[src/rtl/plid_pkg.sv]
// Package for the positional list block: capacity, field widths, action and
// status codes, and the controller state type. Depends on nothing.
package plid_pkg;

  localparam int CAPACITY = 64;
  localparam int IDX_W = $clog2(CAPACITY);
  localparam int CNT_W = $clog2(CAPACITY + 1);
  localparam int VAL_W = 32;
  localparam int POS_W = 8;

  typedef enum logic [2:0] {
    ACT_INSERT = 3'd0,
    ACT_DELETE = 3'd1,
    ACT_UPDATE = 3'd2,
    ACT_READ   = 3'd3,
    ACT_DUMP   = 3'd4
  } action_t;

  typedef enum logic [1:0] {
    STS_OK      = 2'd0,
    STS_BAD_POS = 2'd1,
    STS_FULL    = 2'd2,
    STS_EMPTY   = 2'd3
  } status_t;

  typedef enum logic [3:0] {
    ST_IDLE,
    ST_INS_RD,
    ST_INS_WR,
    ST_INS_FIN,
    ST_DEL_RD,
    ST_DEL_WR,
    ST_DMP_RD,
    ST_DMP_OUT,
    ST_EMIT
  } state_t;

endpackage

[src/rtl/plid_ram.sv]
// Generic simple dual-port RAM: one write port, one read port with a
// registered read. Depends on nothing.
module plid_ram #(
  parameter int DEPTH = 64,
  parameter int WIDTH = 32
) (
  input  logic                     clk,
  input  logic                     we,
  input  logic [$clog2(DEPTH)-1:0] waddr,
  input  logic [WIDTH-1:0]         wdata,
  input  logic                     re,
  input  logic [$clog2(DEPTH)-1:0] raddr,
  output logic [WIDTH-1:0]         rdata
);

  logic [WIDTH-1:0] mem [DEPTH];
  logic [WIDTH-1:0] rdata_r;

  always_ff @(posedge clk) begin
    if (we) begin
      mem[waddr] <= wdata;
    end
    if (re) begin
      rdata_r <= mem[raddr];
    end
  end

  assign rdata = rdata_r;

endmodule

[src/rtl/positional_list_insert_delete.sv]
// Top level of the positional list: request decode, shift sequencer and
// result register around one element RAM. Depends on plid_pkg and plid_ram.
//
// One request is taken at a time; in_tready is high while the sequencer is
// idle, even if a result still waits in the output register. Update, read,
// bad positions, full-list and empty-dump requests go straight to the result
// emit state; a read issues its RAM access with the accept. Insert at
// position p into a list of n entries moves each later entry through the
// single RAM read port and write port, one read state and one write state
// per entry; delete moves each later entry down through the same ports.
// Dump streams its n entries, reading each one from the RAM before its beat
// and waits while the output side stalls. The element RAM is not cleared at
// reset; only entries below the count are ever read.
module positional_list_insert_delete
  import plid_pkg::*;
(
  input  logic        clk,
  input  logic        rst_n,
  input  logic        in_tvalid,
  output logic        in_tready,
  input  logic [39:0] in_tdata,   // position[7:0], data_value[39:8]
  input  logic [2:0]  in_tuser,   // action[2:0]
  output logic        out_tvalid,
  input  logic        out_tready,
  output logic [47:0] out_tdata,  // read_value[31:0], read_index[37:32],
                                  // list_count[44:38], zero fill[47:45]
  output logic [1:0]  out_tuser,  // status[1:0]
  output logic        out_tlast
);

  state_t             state_r, state_nxt;
  logic [CNT_W-1:0]   count_r, count_nxt;
  logic [IDX_W-1:0]   idx_r, idx_nxt;
  logic [POS_W-1:0]   pos_r, pos_nxt;
  logic [VAL_W-1:0]   data_r, data_nxt;
  status_t            res_status_r, res_status_nxt;
  logic               res_mem_r, res_mem_nxt;
  logic [IDX_W-1:0]   res_index_r, res_index_nxt;

  logic               out_valid_r, out_valid_nxt;
  status_t            out_status_r, out_status_nxt;
  logic [VAL_W-1:0]   out_value_r, out_value_nxt;
  logic [IDX_W-1:0]   out_index_r, out_index_nxt;
  logic [CNT_W-1:0]   out_count_r, out_count_nxt;
  logic               out_last_r, out_last_nxt;

  logic               mem_we, mem_re;
  logic [IDX_W-1:0]   mem_waddr, mem_raddr;
  logic [VAL_W-1:0]   mem_wdata, mem_rdata;

  logic [POS_W-1:0]   in_pos;
  logic [VAL_W-1:0]   in_data;
  logic [POS_W-1:0]   count_ext;
  logic               out_free;

  assign in_pos    = in_tdata[7:0];
  assign in_data   = in_tdata[39:8];
  assign count_ext = {{(POS_W-CNT_W){1'b0}}, count_r};
  assign out_free  = !out_valid_r || out_tready;

  plid_ram #(
    .DEPTH(CAPACITY),
    .WIDTH(VAL_W)
  ) u_ram (
    .clk  (clk),
    .we   (mem_we),
    .waddr(mem_waddr),
    .wdata(mem_wdata),
    .re   (mem_re),
    .raddr(mem_raddr),
    .rdata(mem_rdata)
  );

  always_ff @(posedge clk) begin
    if (!rst_n) begin
      state_r     <= ST_IDLE;
      count_r     <= '0;
      out_valid_r <= 1'b0;
    end else begin
      state_r     <= state_nxt;
      count_r     <= count_nxt;
      out_valid_r <= out_valid_nxt;
    end
  end

  always_ff @(posedge clk) begin
    idx_r        <= idx_nxt;
    pos_r        <= pos_nxt;
    data_r       <= data_nxt;
    res_status_r <= res_status_nxt;
    res_mem_r    <= res_mem_nxt;
    res_index_r  <= res_index_nxt;
    out_status_r <= out_status_nxt;
    out_value_r  <= out_value_nxt;
    out_index_r  <= out_index_nxt;
    out_count_r  <= out_count_nxt;
    out_last_r   <= out_last_nxt;
  end

  always_comb begin
    state_nxt      = state_r;
    count_nxt      = count_r;
    idx_nxt        = idx_r;
    pos_nxt        = pos_r;
    data_nxt       = data_r;
    res_status_nxt = res_status_r;
    res_mem_nxt    = res_mem_r;
    res_index_nxt  = res_index_r;
    out_valid_nxt  = out_valid_r && !out_tready;
    out_status_nxt = out_status_r;
    out_value_nxt  = out_value_r;
    out_index_nxt  = out_index_r;
    out_count_nxt  = out_count_r;
    out_last_nxt   = out_last_r;
    mem_we         = 1'b0;
    mem_waddr      = idx_r;
    mem_wdata      = mem_rdata;
    mem_re         = 1'b0;
    mem_raddr      = idx_r;
    in_tready      = 1'b0;

    unique case (state_r)
      ST_IDLE: begin
        in_tready = 1'b1;
        if (in_tvalid) begin
          pos_nxt        = in_pos;
          data_nxt       = in_data;
          res_status_nxt = STS_OK;
          res_mem_nxt    = 1'b0;
          res_index_nxt  = '0;
          unique case (in_tuser)
            ACT_INSERT: begin
              if (in_pos > count_ext) begin
                res_status_nxt = STS_BAD_POS;
                state_nxt      = ST_EMIT;
              end else if (count_r == CNT_W'(CAPACITY)) begin
                res_status_nxt = STS_FULL;
                state_nxt      = ST_EMIT;
              end else if (in_pos == count_ext) begin
                state_nxt = ST_INS_FIN;
              end else begin
                idx_nxt   = count_r[IDX_W-1:0];
                state_nxt = ST_INS_RD;
              end
            end
            ACT_DELETE: begin
              if (in_pos >= count_ext) begin
                res_status_nxt = STS_BAD_POS;
                state_nxt      = ST_EMIT;
              end else begin
                idx_nxt   = in_pos[IDX_W-1:0];
                state_nxt = ST_DEL_RD;
              end
            end
            ACT_UPDATE: begin
              if (in_pos >= count_ext) begin
                res_status_nxt = STS_BAD_POS;
              end else begin
                mem_we    = 1'b1;
                mem_waddr = in_pos[IDX_W-1:0];
                mem_wdata = in_data;
              end
              state_nxt = ST_EMIT;
            end
            ACT_READ: begin
              if (in_pos >= count_ext) begin
                res_status_nxt = STS_BAD_POS;
              end else begin
                mem_re        = 1'b1;
                mem_raddr     = in_pos[IDX_W-1:0];
                res_mem_nxt   = 1'b1;
                res_index_nxt = in_pos[IDX_W-1:0];
              end
              state_nxt = ST_EMIT;
            end
            ACT_DUMP: begin
              if (count_r == '0) begin
                res_status_nxt = STS_EMPTY;
                state_nxt      = ST_EMIT;
              end else begin
                idx_nxt   = '0;
                state_nxt = ST_DMP_RD;
              end
            end
            default: begin
              state_nxt = ST_IDLE;
            end
          endcase
        end
      end
      ST_INS_RD: begin
        mem_re    = 1'b1;
        mem_raddr = idx_r - IDX_W'(1);
        state_nxt = ST_INS_WR;
      end
      ST_INS_WR: begin
        mem_we    = 1'b1;
        mem_waddr = idx_r;
        mem_wdata = mem_rdata;
        idx_nxt   = idx_r - IDX_W'(1);
        if ((idx_r - IDX_W'(1)) == pos_r[IDX_W-1:0]) begin
          state_nxt = ST_INS_FIN;
        end else begin
          state_nxt = ST_INS_RD;
        end
      end
      ST_INS_FIN: begin
        mem_we         = 1'b1;
        mem_waddr      = pos_r[IDX_W-1:0];
        mem_wdata      = data_r;
        count_nxt      = count_r + CNT_W'(1);
        res_status_nxt = STS_OK;
        state_nxt      = ST_EMIT;
      end
      ST_DEL_RD: begin
        if (({1'b0, idx_r} + CNT_W'(1)) >= count_r) begin
          count_nxt = count_r - CNT_W'(1);
          state_nxt = ST_EMIT;
        end else begin
          mem_re    = 1'b1;
          mem_raddr = idx_r + IDX_W'(1);
          state_nxt = ST_DEL_WR;
        end
      end
      ST_DEL_WR: begin
        mem_we    = 1'b1;
        mem_waddr = idx_r;
        mem_wdata = mem_rdata;
        idx_nxt   = idx_r + IDX_W'(1);
        state_nxt = ST_DEL_RD;
      end
      ST_DMP_RD: begin
        mem_re    = 1'b1;
        mem_raddr = idx_r;
        state_nxt = ST_DMP_OUT;
      end
      ST_DMP_OUT: begin
        if (out_free) begin
          out_valid_nxt  = 1'b1;
          out_status_nxt = STS_OK;
          out_value_nxt  = mem_rdata;
          out_index_nxt  = idx_r;
          out_count_nxt  = count_r;
          out_last_nxt   = (({1'b0, idx_r} + CNT_W'(1)) == count_r);
          if (({1'b0, idx_r} + CNT_W'(1)) == count_r) begin
            state_nxt = ST_IDLE;
          end else begin
            idx_nxt   = idx_r + IDX_W'(1);
            state_nxt = ST_DMP_RD;
          end
        end
      end
      ST_EMIT: begin
        if (out_free) begin
          out_valid_nxt  = 1'b1;
          out_status_nxt = res_status_r;
          out_value_nxt  = res_mem_r ? mem_rdata : '0;
          out_index_nxt  = res_index_r;
          out_count_nxt  = count_r;
          out_last_nxt   = 1'b1;
          state_nxt      = ST_IDLE;
        end
      end
      default: begin
        state_nxt = ST_IDLE;
      end
    endcase
  end

  assign out_tvalid = out_valid_r;
  assign out_tdata  = {3'b000, out_count_r, out_index_r, out_value_r};
  assign out_tuser  = out_status_r;
  assign out_tlast  = out_last_r;

  a_count_bound: assert property (@(posedge clk) disable iff (!rst_n)
    count_r <= CNT_W'(CAPACITY))
    else $error("list count exceeds capacity");

  a_count_step: assert property (@(posedge clk) disable iff (!rst_n)
    $past(rst_n) |-> (count_r == $past(count_r) ||
                      count_r == $past(count_r) + CNT_W'(1) ||
                      count_r + CNT_W'(1) == $past(count_r)))
    else $error("list count moved by more than one");

  a_result_hold: assert property (@(posedge clk) disable iff (!rst_n)
    (out_valid_r && !out_tready) |=> (out_valid_r && $stable(out_tdata) &&
                                      $stable(out_tlast)))
    else $error("stalled result beat was overwritten");

  a_dump_in_range: assert property (@(posedge clk) disable iff (!rst_n)
    (state_r == ST_DMP_OUT) |-> ({1'b0, idx_r} < count_r))
    else $error("dump index ran past the list count");

endmodule

[config.mk]
export PLATFORM = sky130hd
export DESIGN_NAME = positional_list_insert_delete
export DESIGN_NICKNAME = d
export VERILOG_FILES = /design/src/rtl/plid_pkg.sv /design/src/rtl/plid_ram.sv /design/src/rtl/positional_list_insert_delete.sv
export SDC_FILE = /design/constraint.sdc
export NUM_CORES = 2
export LEC_CHECK = 0
export BUFFER_PORTS_ARGS = -buffer_cell sky130_fd_sc_hd__buf_4
export CAP_MARGIN = 20
export CORE_UTILIZATION = 63
export DETAILED_ROUTE_END_ITERATION = 6
export HOLD_SLACK_MARGIN = 0.03
export PLACE_DENSITY = 0.8
export REMOVE_ABC_BUFFERS = 1
export SYNTH_ARGS = -nofsm -noshare
export SYNTH_HDL_FRONTEND = slang
export SYNTH_SLANG_ARGS = --single-unit
[constraint.sdc]
create_clock -name clk -period 7.6 [get_ports clk]
set_input_delay 0.38 -clock clk [delete_from_list [all_inputs] [get_ports clk]]
set_output_delay 0.38 -clock clk [all_outputs]
set_load 0.02 [all_outputs]
# Word-level counts from Yosys, hierarchy flattened
# Memories as Yosys holds them, arrays and structs flattened. A register that Yosys moved wholly into a read port is not among the register bits.
# Index checks and enable logic that the tools add are counted.
totals:
  ff_bits: 113
  ram_bits: 2048
  inputBits: 47
  out_inout_bits: 53
  wordCells: 143
  n_memories: 1
classes:
  addsub: 5
  order_cmp: 3
  n_eq_ne: 26
  n_mux: 69
  n_bitwise: 1
  n_reduce_logical: 24
memory_table:
  columns: ["name", "depth", "width", "rd", "rd_ports_with_merged_regs", "wr", "line_no", "source"]
  rows:
  - ["u_ram.mem", 64, 32, 1, 1, 1, "plid_ram.sv:16", "logic [WIDTH-1:0] mem [DEPTH];"]
ops:
  columns: ["op", "n"]
  rows:
  - ["$mux 32", 6]
  - ["$pmux 32 s2", 2]
  - ["$mux 6", 15]
  - ["$pmux 4 s9", 1]
  - ["$pmux 6 s3", 2]
  - ["$mux 4", 8]
  - ["$pmux 6 s2", 2]
  - ["$pmux 6 s4", 1]
  - ["$eq 4x3->1 const B", 4]
  - ["$mux 2", 8]
  - ["$pmux 4 s4", 1]
  - ["$mux 1", 14]
  - ["$pmux 7 s2", 1]
  - ["$ne 3x3->1 const B", 4]
  - ["$ne 2x2->1 const B", 5]
  - ["$reduce_and 9->1", 1]
  - ["$eq 4x2->1 const B", 2]
  - ["$eq 8x7->1", 1]
  - ["$ge 8x7->1", 1]
  - ["$gt 8x7->1", 1]
  - ["$pmux 2 s2", 2]
  - ["$reduce_and 2->1", 4]
  - ["$reduce_or 2->1", 4]
  - ["$add 6x1->7 const B", 1]
  - ["other kinds (30)", 37]

# Logic depth before layout (Yosys ltp)
logic_depth:
  word_depth: 7
  mapped_depth: 20
  mapped_depth_nobuf: 15

# Cells and area by module
# A second synthesis with hierarchy kept.
unflattened:
  cells_unflattened: 4093
  area_unflattened_um2: 85726.0
by_module_without_submodules:
  columns: ["module", "n_inst", "cells_per_inst", "area_per_inst_um2", "seq_area_each_um2"]
  rows:
  - ["plid_ram", 1, 3511, 79359.9, 62459.9]
  - ["positional_list_insert_delete", 1, 582, 6366.1, 3273.1]

# Least setup slack after synthesis
# OpenSTA, ideal clock, no wires.
synth_timing:
  kind: "register to register"
  startpoint: "reg count_r[1]"
  endpoint: "reg u_ram.rdata_r[0], in the netlist u_ram.rdata[0] (read register of u_ram.mem), enable pin"
  setup_ps: 533
  arrival_ps: 5665
  required_ps: 7067
  setup_slack_ps: 1402
  stages_incl_launch_ff: 9
  n_path_buf: 0
  synth_period_minus_slack_ps: 6198
  path_cell_list: "dfxtp_1 > inv_1 > ha_1 > nor2b_1 > o211ai_1 > a31oi_1 > nor2_1 > nand2_1 > o311ai_0"
synth_via:
  elab_chain_cells: 5
  word_cells_on_any_way: 12
  classes_between: "order compare (2); mux (10)"
synth_rtl:
  columns: ["item", "line_no", "source"]
  rows:
  - ["start, declared", "positional_list_insert_delete.sv:32", "logic [CNT_W-1:0] count_r, count_nxt;"]
  - ["start signal, assigned", "positional_list_insert_delete.sv:81", "count_r <= count_nxt;"]
  - ["$ge 8x7->1", "positional_list_insert_delete.sv:166", "if (in_pos >= count_ext) begin"]
  - ["$mux 1", "positional_list_insert_delete.sv:166", null]
  - ["$mux 1", "positional_list_insert_delete.sv:131", "unique case (in_tuser)"]
  - ["$mux 1", "positional_list_insert_delete.sv:125", "if (in_tvalid) begin"]
  - ["$pmux 1 s3 (*)", "positional_list_insert_delete.sv:122", "unique case (state_r)"]
  - ["net mem_re", "positional_list_insert_delete.sv:47", "logic mem_we, mem_re;"]
  - ["end, declared", "plid_ram.sv:17", "logic [WIDTH-1:0] rdata_r;"]
# Mark *: on every way through the listed nets, which the timed path passes. The rest lies on a longest branch.
# A chain may end at the register's enable or synchronous reset.

# Worst setup path in the final report
layout_timing:
  startpoint: "reg idx_r[0]"
  endpoint: "reg u_ram.rdata_r[21], in the netlist u_ram.rdata[21] (read register of u_ram.mem), data pin"
layout_via:
  elab_chain_cells: 4
  word_cells_on_any_way: 11
  classes_between: "add/sub (3); order compare (1); mux (7)"
layout_rtl:
  columns: ["item", "line_no", "source"]
  rows:
  - ["start, declared", "positional_list_insert_delete.sv:33", "logic [IDX_W-1:0] idx_r, idx_nxt;"]
  - ["start signal, assigned", "positional_list_insert_delete.sv:87", "idx_r <= idx_nxt;"]
  - ["$add 6x1->7 / $mux 6 (equally long branches)", "positional_list_insert_delete.sv:216, positional_list_insert_delete.sv:166", null]
  - ["$ge 7x7->1 / $mux 6 (equally long branches)", "positional_list_insert_delete.sv:216, positional_list_insert_delete.sv:131", null]
  - ["$mux 6 (tied with other cells)", "positional_list_insert_delete.sv:216", "if (({1'b0, idx_r} + CNT_W'(1)) >= count_r) begin"]
  - ["$pmux 6 s3 / $pmux 1 s3 (equally long branches)", "positional_list_insert_delete.sv:122", null]
# Parallel ways exist; a longest one is shown, timed or not.

==> reports/qor.yml <==
outcome:
  status: "finished, violations left"
  failed_checks: "design-rule violations"
cells_and_area:
  area_delta_synth_final_pct: 12.74
  mostFrequentLayoutCell: "edfxtp_1"
  layout_common_cells: "edfxtp_1, nand2_1, nand3_1, mux2i_1, buf_4"
  nNetsFinal: 6317
  drive_gt1_frac: 0.1129
  nFillCells: 8039
sta:
  setup_slack_ns: 1.063
  clock.fmax_mhz: 153.0
  fin_skew_ns: 0.06218
  slew_headroom: 0.05704
  whs_ns: 0.07734
  rsz0062_at_grt: "false"
  post-route-period-util: 0.8602
  final_hold_viol_count: 0
  worstMarginPinSlew_ns: 1.414
  setup_viol: 0
  fin_crit_ns: 6.537
  maxSlewViolCount: 0
floorplan:
  dieArea_mm2: 0.1411
  core_area_mm2: 0.1380
  fp-row-count: 136
  die_y_um: 375.7
  ios: 100
  dieWidth_um: 375.7
  start_util: 0.6375
detailed_routing:
  vias_per_cell: 7.069
  totalWireLength_um: 262800
  avgRoutedWirePerCell_um: 31.69
  vias: 58610
  final_antenna_net_count: 0
  route.detailed.drc: 2
  firstDrtPassIters: 7
  dr.first_iter.drc_count: 11030
power:
  peakVddDrop_mv: 0.2591
  p_sw_w: 0.006175
  pwr-share-seq: 0.517
  finalPower_w: 0.02565
  comb_power_share: 0.092
  power_density_mw_per_mm2: 258.6
  swShare: 0.2407
  power.share.clock: 0.392
  p_leak_nw: 33.40
  internal-power_w: 0.01948
worst_setup_path:
  required_ns: 8.26
  reg2reg_setup_slack_ns: 1.06
  r2r-start: "idx_r[0]"
  reg2reg_to: "u_ram.rdata[21]"
  crit_path_end_kind: "flip-flop"
  cp-start-kind: "flip-flop"
  path_class: "flip-flop to flip-flop"
  cp.arrival_ns: 7.19
  crit_fanout: 125
  ff2ff_path_depth: 17
min_path:
  min_path_cells: 3
  hold_class: "input port to flip-flop"
  min_from: "in_tuser[0]"
  worstHoldEndpoint: "res_status_r[1]"
yosys:
  seq_area_frac_synth: 0.7471
  synth_edf_count: 2181
  syn_area_per_cell_um2: 14.34
  ys_warn_count: 0
  synth.distinct_cells: 70
  async_reset_ff_frac: 0
  synthFlopType: "edfxtp_1"
  ys_ff_latch: 2193
  syn_area_mm2: 0.08798
  netlist_instances: 6136
clocking:
  cts_setup_buffers: 0
  clkTransAtPathRegs_ns: 0.06
  cts_resized: 0
  cts-buffers-inserted: 204
  cts_sinks: 2193
  clockRootBuffer: "clkbuf_16"
  cts_max_level: 4
  clock_path_buffers: 3
  worstSkewPairLatency_ns: 0.87
  cts_tree: "yes"
job:
  maxCapViolations: 0
grt:
  grt_pass1_wl_um: 373700
  grt_max_degree: 166
  antenna_found_initial: 14
  grt_util_all_layers: 0.3669
  first_global_vias: 56070
  grt_overflow: 0
place:
  hpwlAfterDp_um: 143500
  portBuffers: 96
  place_ws_ns: 1.276
  gp_congestion: 0.9193
## worst max-delay path, cell delays in order (launching register included)
cell	delay, ns
edfxtp_1	0.72
ha_1	0.41
nand3_1	0.13
xor2_1	0.26
inv_1	0.09
ha_1	0.30
and4_1	0.19
o21ai_0	0.09
o21ai_1	0.48
mux2_4	0.30
buf_12	0.40
and3_4	0.84
buf_4	0.78
nand2_1	0.12
nand3_1	0.13
a21oi_1	0.10
or4_1	0.57
a32oi_1	0.30
## synth_stat cells (all sizes together) (8+ instances only)
cell	n	area [µm²]
xnor2	12	105.1
a32oi	192	1682
a211oi	8	60.06
nor3	12	71.32
or4	97	728.2
a21o	8	60.06
dfxtp	12	240.2
a311oi	32	280.3
inv	20	75.07
buf	128	663.1
nor2b	38	237.7
nor2	119	446.7
o21ai	47	235.2
nand3	336	1682
a31oi	39	244.0
o2111ai	32	280.3
and3	100	625.6
a22oi	36	270.3
clkbuf	312	1171
nand2b	9	56.30
ha	21	262.8
a221oi	128	1139
and2	137	857.1
edfxtp	2181	65490
a21oi	127	635.6
nand2	1426	5353
mux2i	256	2562
a32o	97	970.9
xor2	10	87.58
a2111oi	97	868.3
## worst max path at each step
stage | end | from | slack (ns) | cells past startpoint
CTS | u_ram.rdata[21] | idx_r[0] | 1.21 | 17
detailed placement | u_ram.rdata[21] | idx_r[0] | 1.28 | 17
floorplan | u_ram.rdata[30] | idx_r[0] | -26.53 | 15
finish | u_ram.rdata[21] | idx_r[0] | 1.06 | 17
global placement | u_ram.rdata[12] | idx_r[0] | 1.34 | 17
global route | u_ram.rdata[21] | idx_r[0] | 0.79 | 17
## state kept, by name (all words and copies together) (netlist names), 2 cells and up
name	flops
res_index_r	6
out_tuser	2
count_r	7
out_index_r	6
u_ram.mem	2048
pos_r	6
res_status_r	2
out_value_r	32
idx_r	6
state_r	4
u_ram.rdata	32
data_r	32
out_count_r	7
## per-stage QoR
step	cell area, µm²	setup TNS (ns)	instances	util
6_report	99190	0	8292	0.7187
5_1_grt	99170	0	8286	0.7186
4_1_cts	98700	0	8262	0.7152
3_5_place_dp	91750	0	7840	0.6648
3_3_place_gp	91600	0	7833	0.6638
2_1_floorplan	86150	-847.63	5698	-
## cells by family after synthesis
logic type               after synthesis  synth area share
other                                  1        0.00004262
multiplexers                         258           0.02938
flip-flops                          2193            0.7471
buffers and inverters                461           0.02174
AND/OR/NAND/NOR                     2300            0.1165
AO/OA/AOI/OAI                        879           0.07980
adder cells (fa/ha/maj)               22          0.003214
XOR/XNOR                              22          0.002190
## power by group through the flow
stage	Sequential (W)	Combinational [W]	Clock [W]
2_1_floorplan	0.0135	0.00220	0
3_3_place_gp	0.0135	0.00214	0
3_5_place_dp	0.0135	0.00220	0
4_1_cts	0.0133	0.00224	0.0100
5_1_grt	0.0133	0.00243	0.0105
6_report	0.0133	0.00235	0.0100
## area by class of cell
| type | count | area, µm² | area share |
|---|---|---|---|
| clock buffer | 251 | 5324 | 0.05368 |
| clock inverter | 130 | 1217 | 0.01227 |
| antenna | 6 | 15.01 | 0.0001514 |
| timing repair buffer | 344 | 3398 | 0.03426 |
| sequential | 2193 | 65730 | 0.6627 |
| multi-input combinational | 3484 | 21090 | 0.2126 |
| inverter | 21 | 78.83 | 0.0007947 |
| tap | 1863 | 2331 | 0.02350 |
## per-layer routing
| metal | GRT usage | up-vias | share of wire |
|---|---|---|---|
| li1 | - | 23820 | - |
| met1 | 0.4804 | 28350 | 0.33 |
| met2 | 0.5472 | 5384 | 0.45 |
| met3 | 0.1158 | 1037 | 0.16 |
| met4 | 0.2072 | 24 | 0.063 |
| met5 | 0 | - | 0.00079 |
## repair_timing
item	in CTS	in global routing
hold endpoints to repair	55	0
hold buffers	41	0
setup endpoints to repair	0	0
No activity file was read; power rests on OpenSTA's default activity.
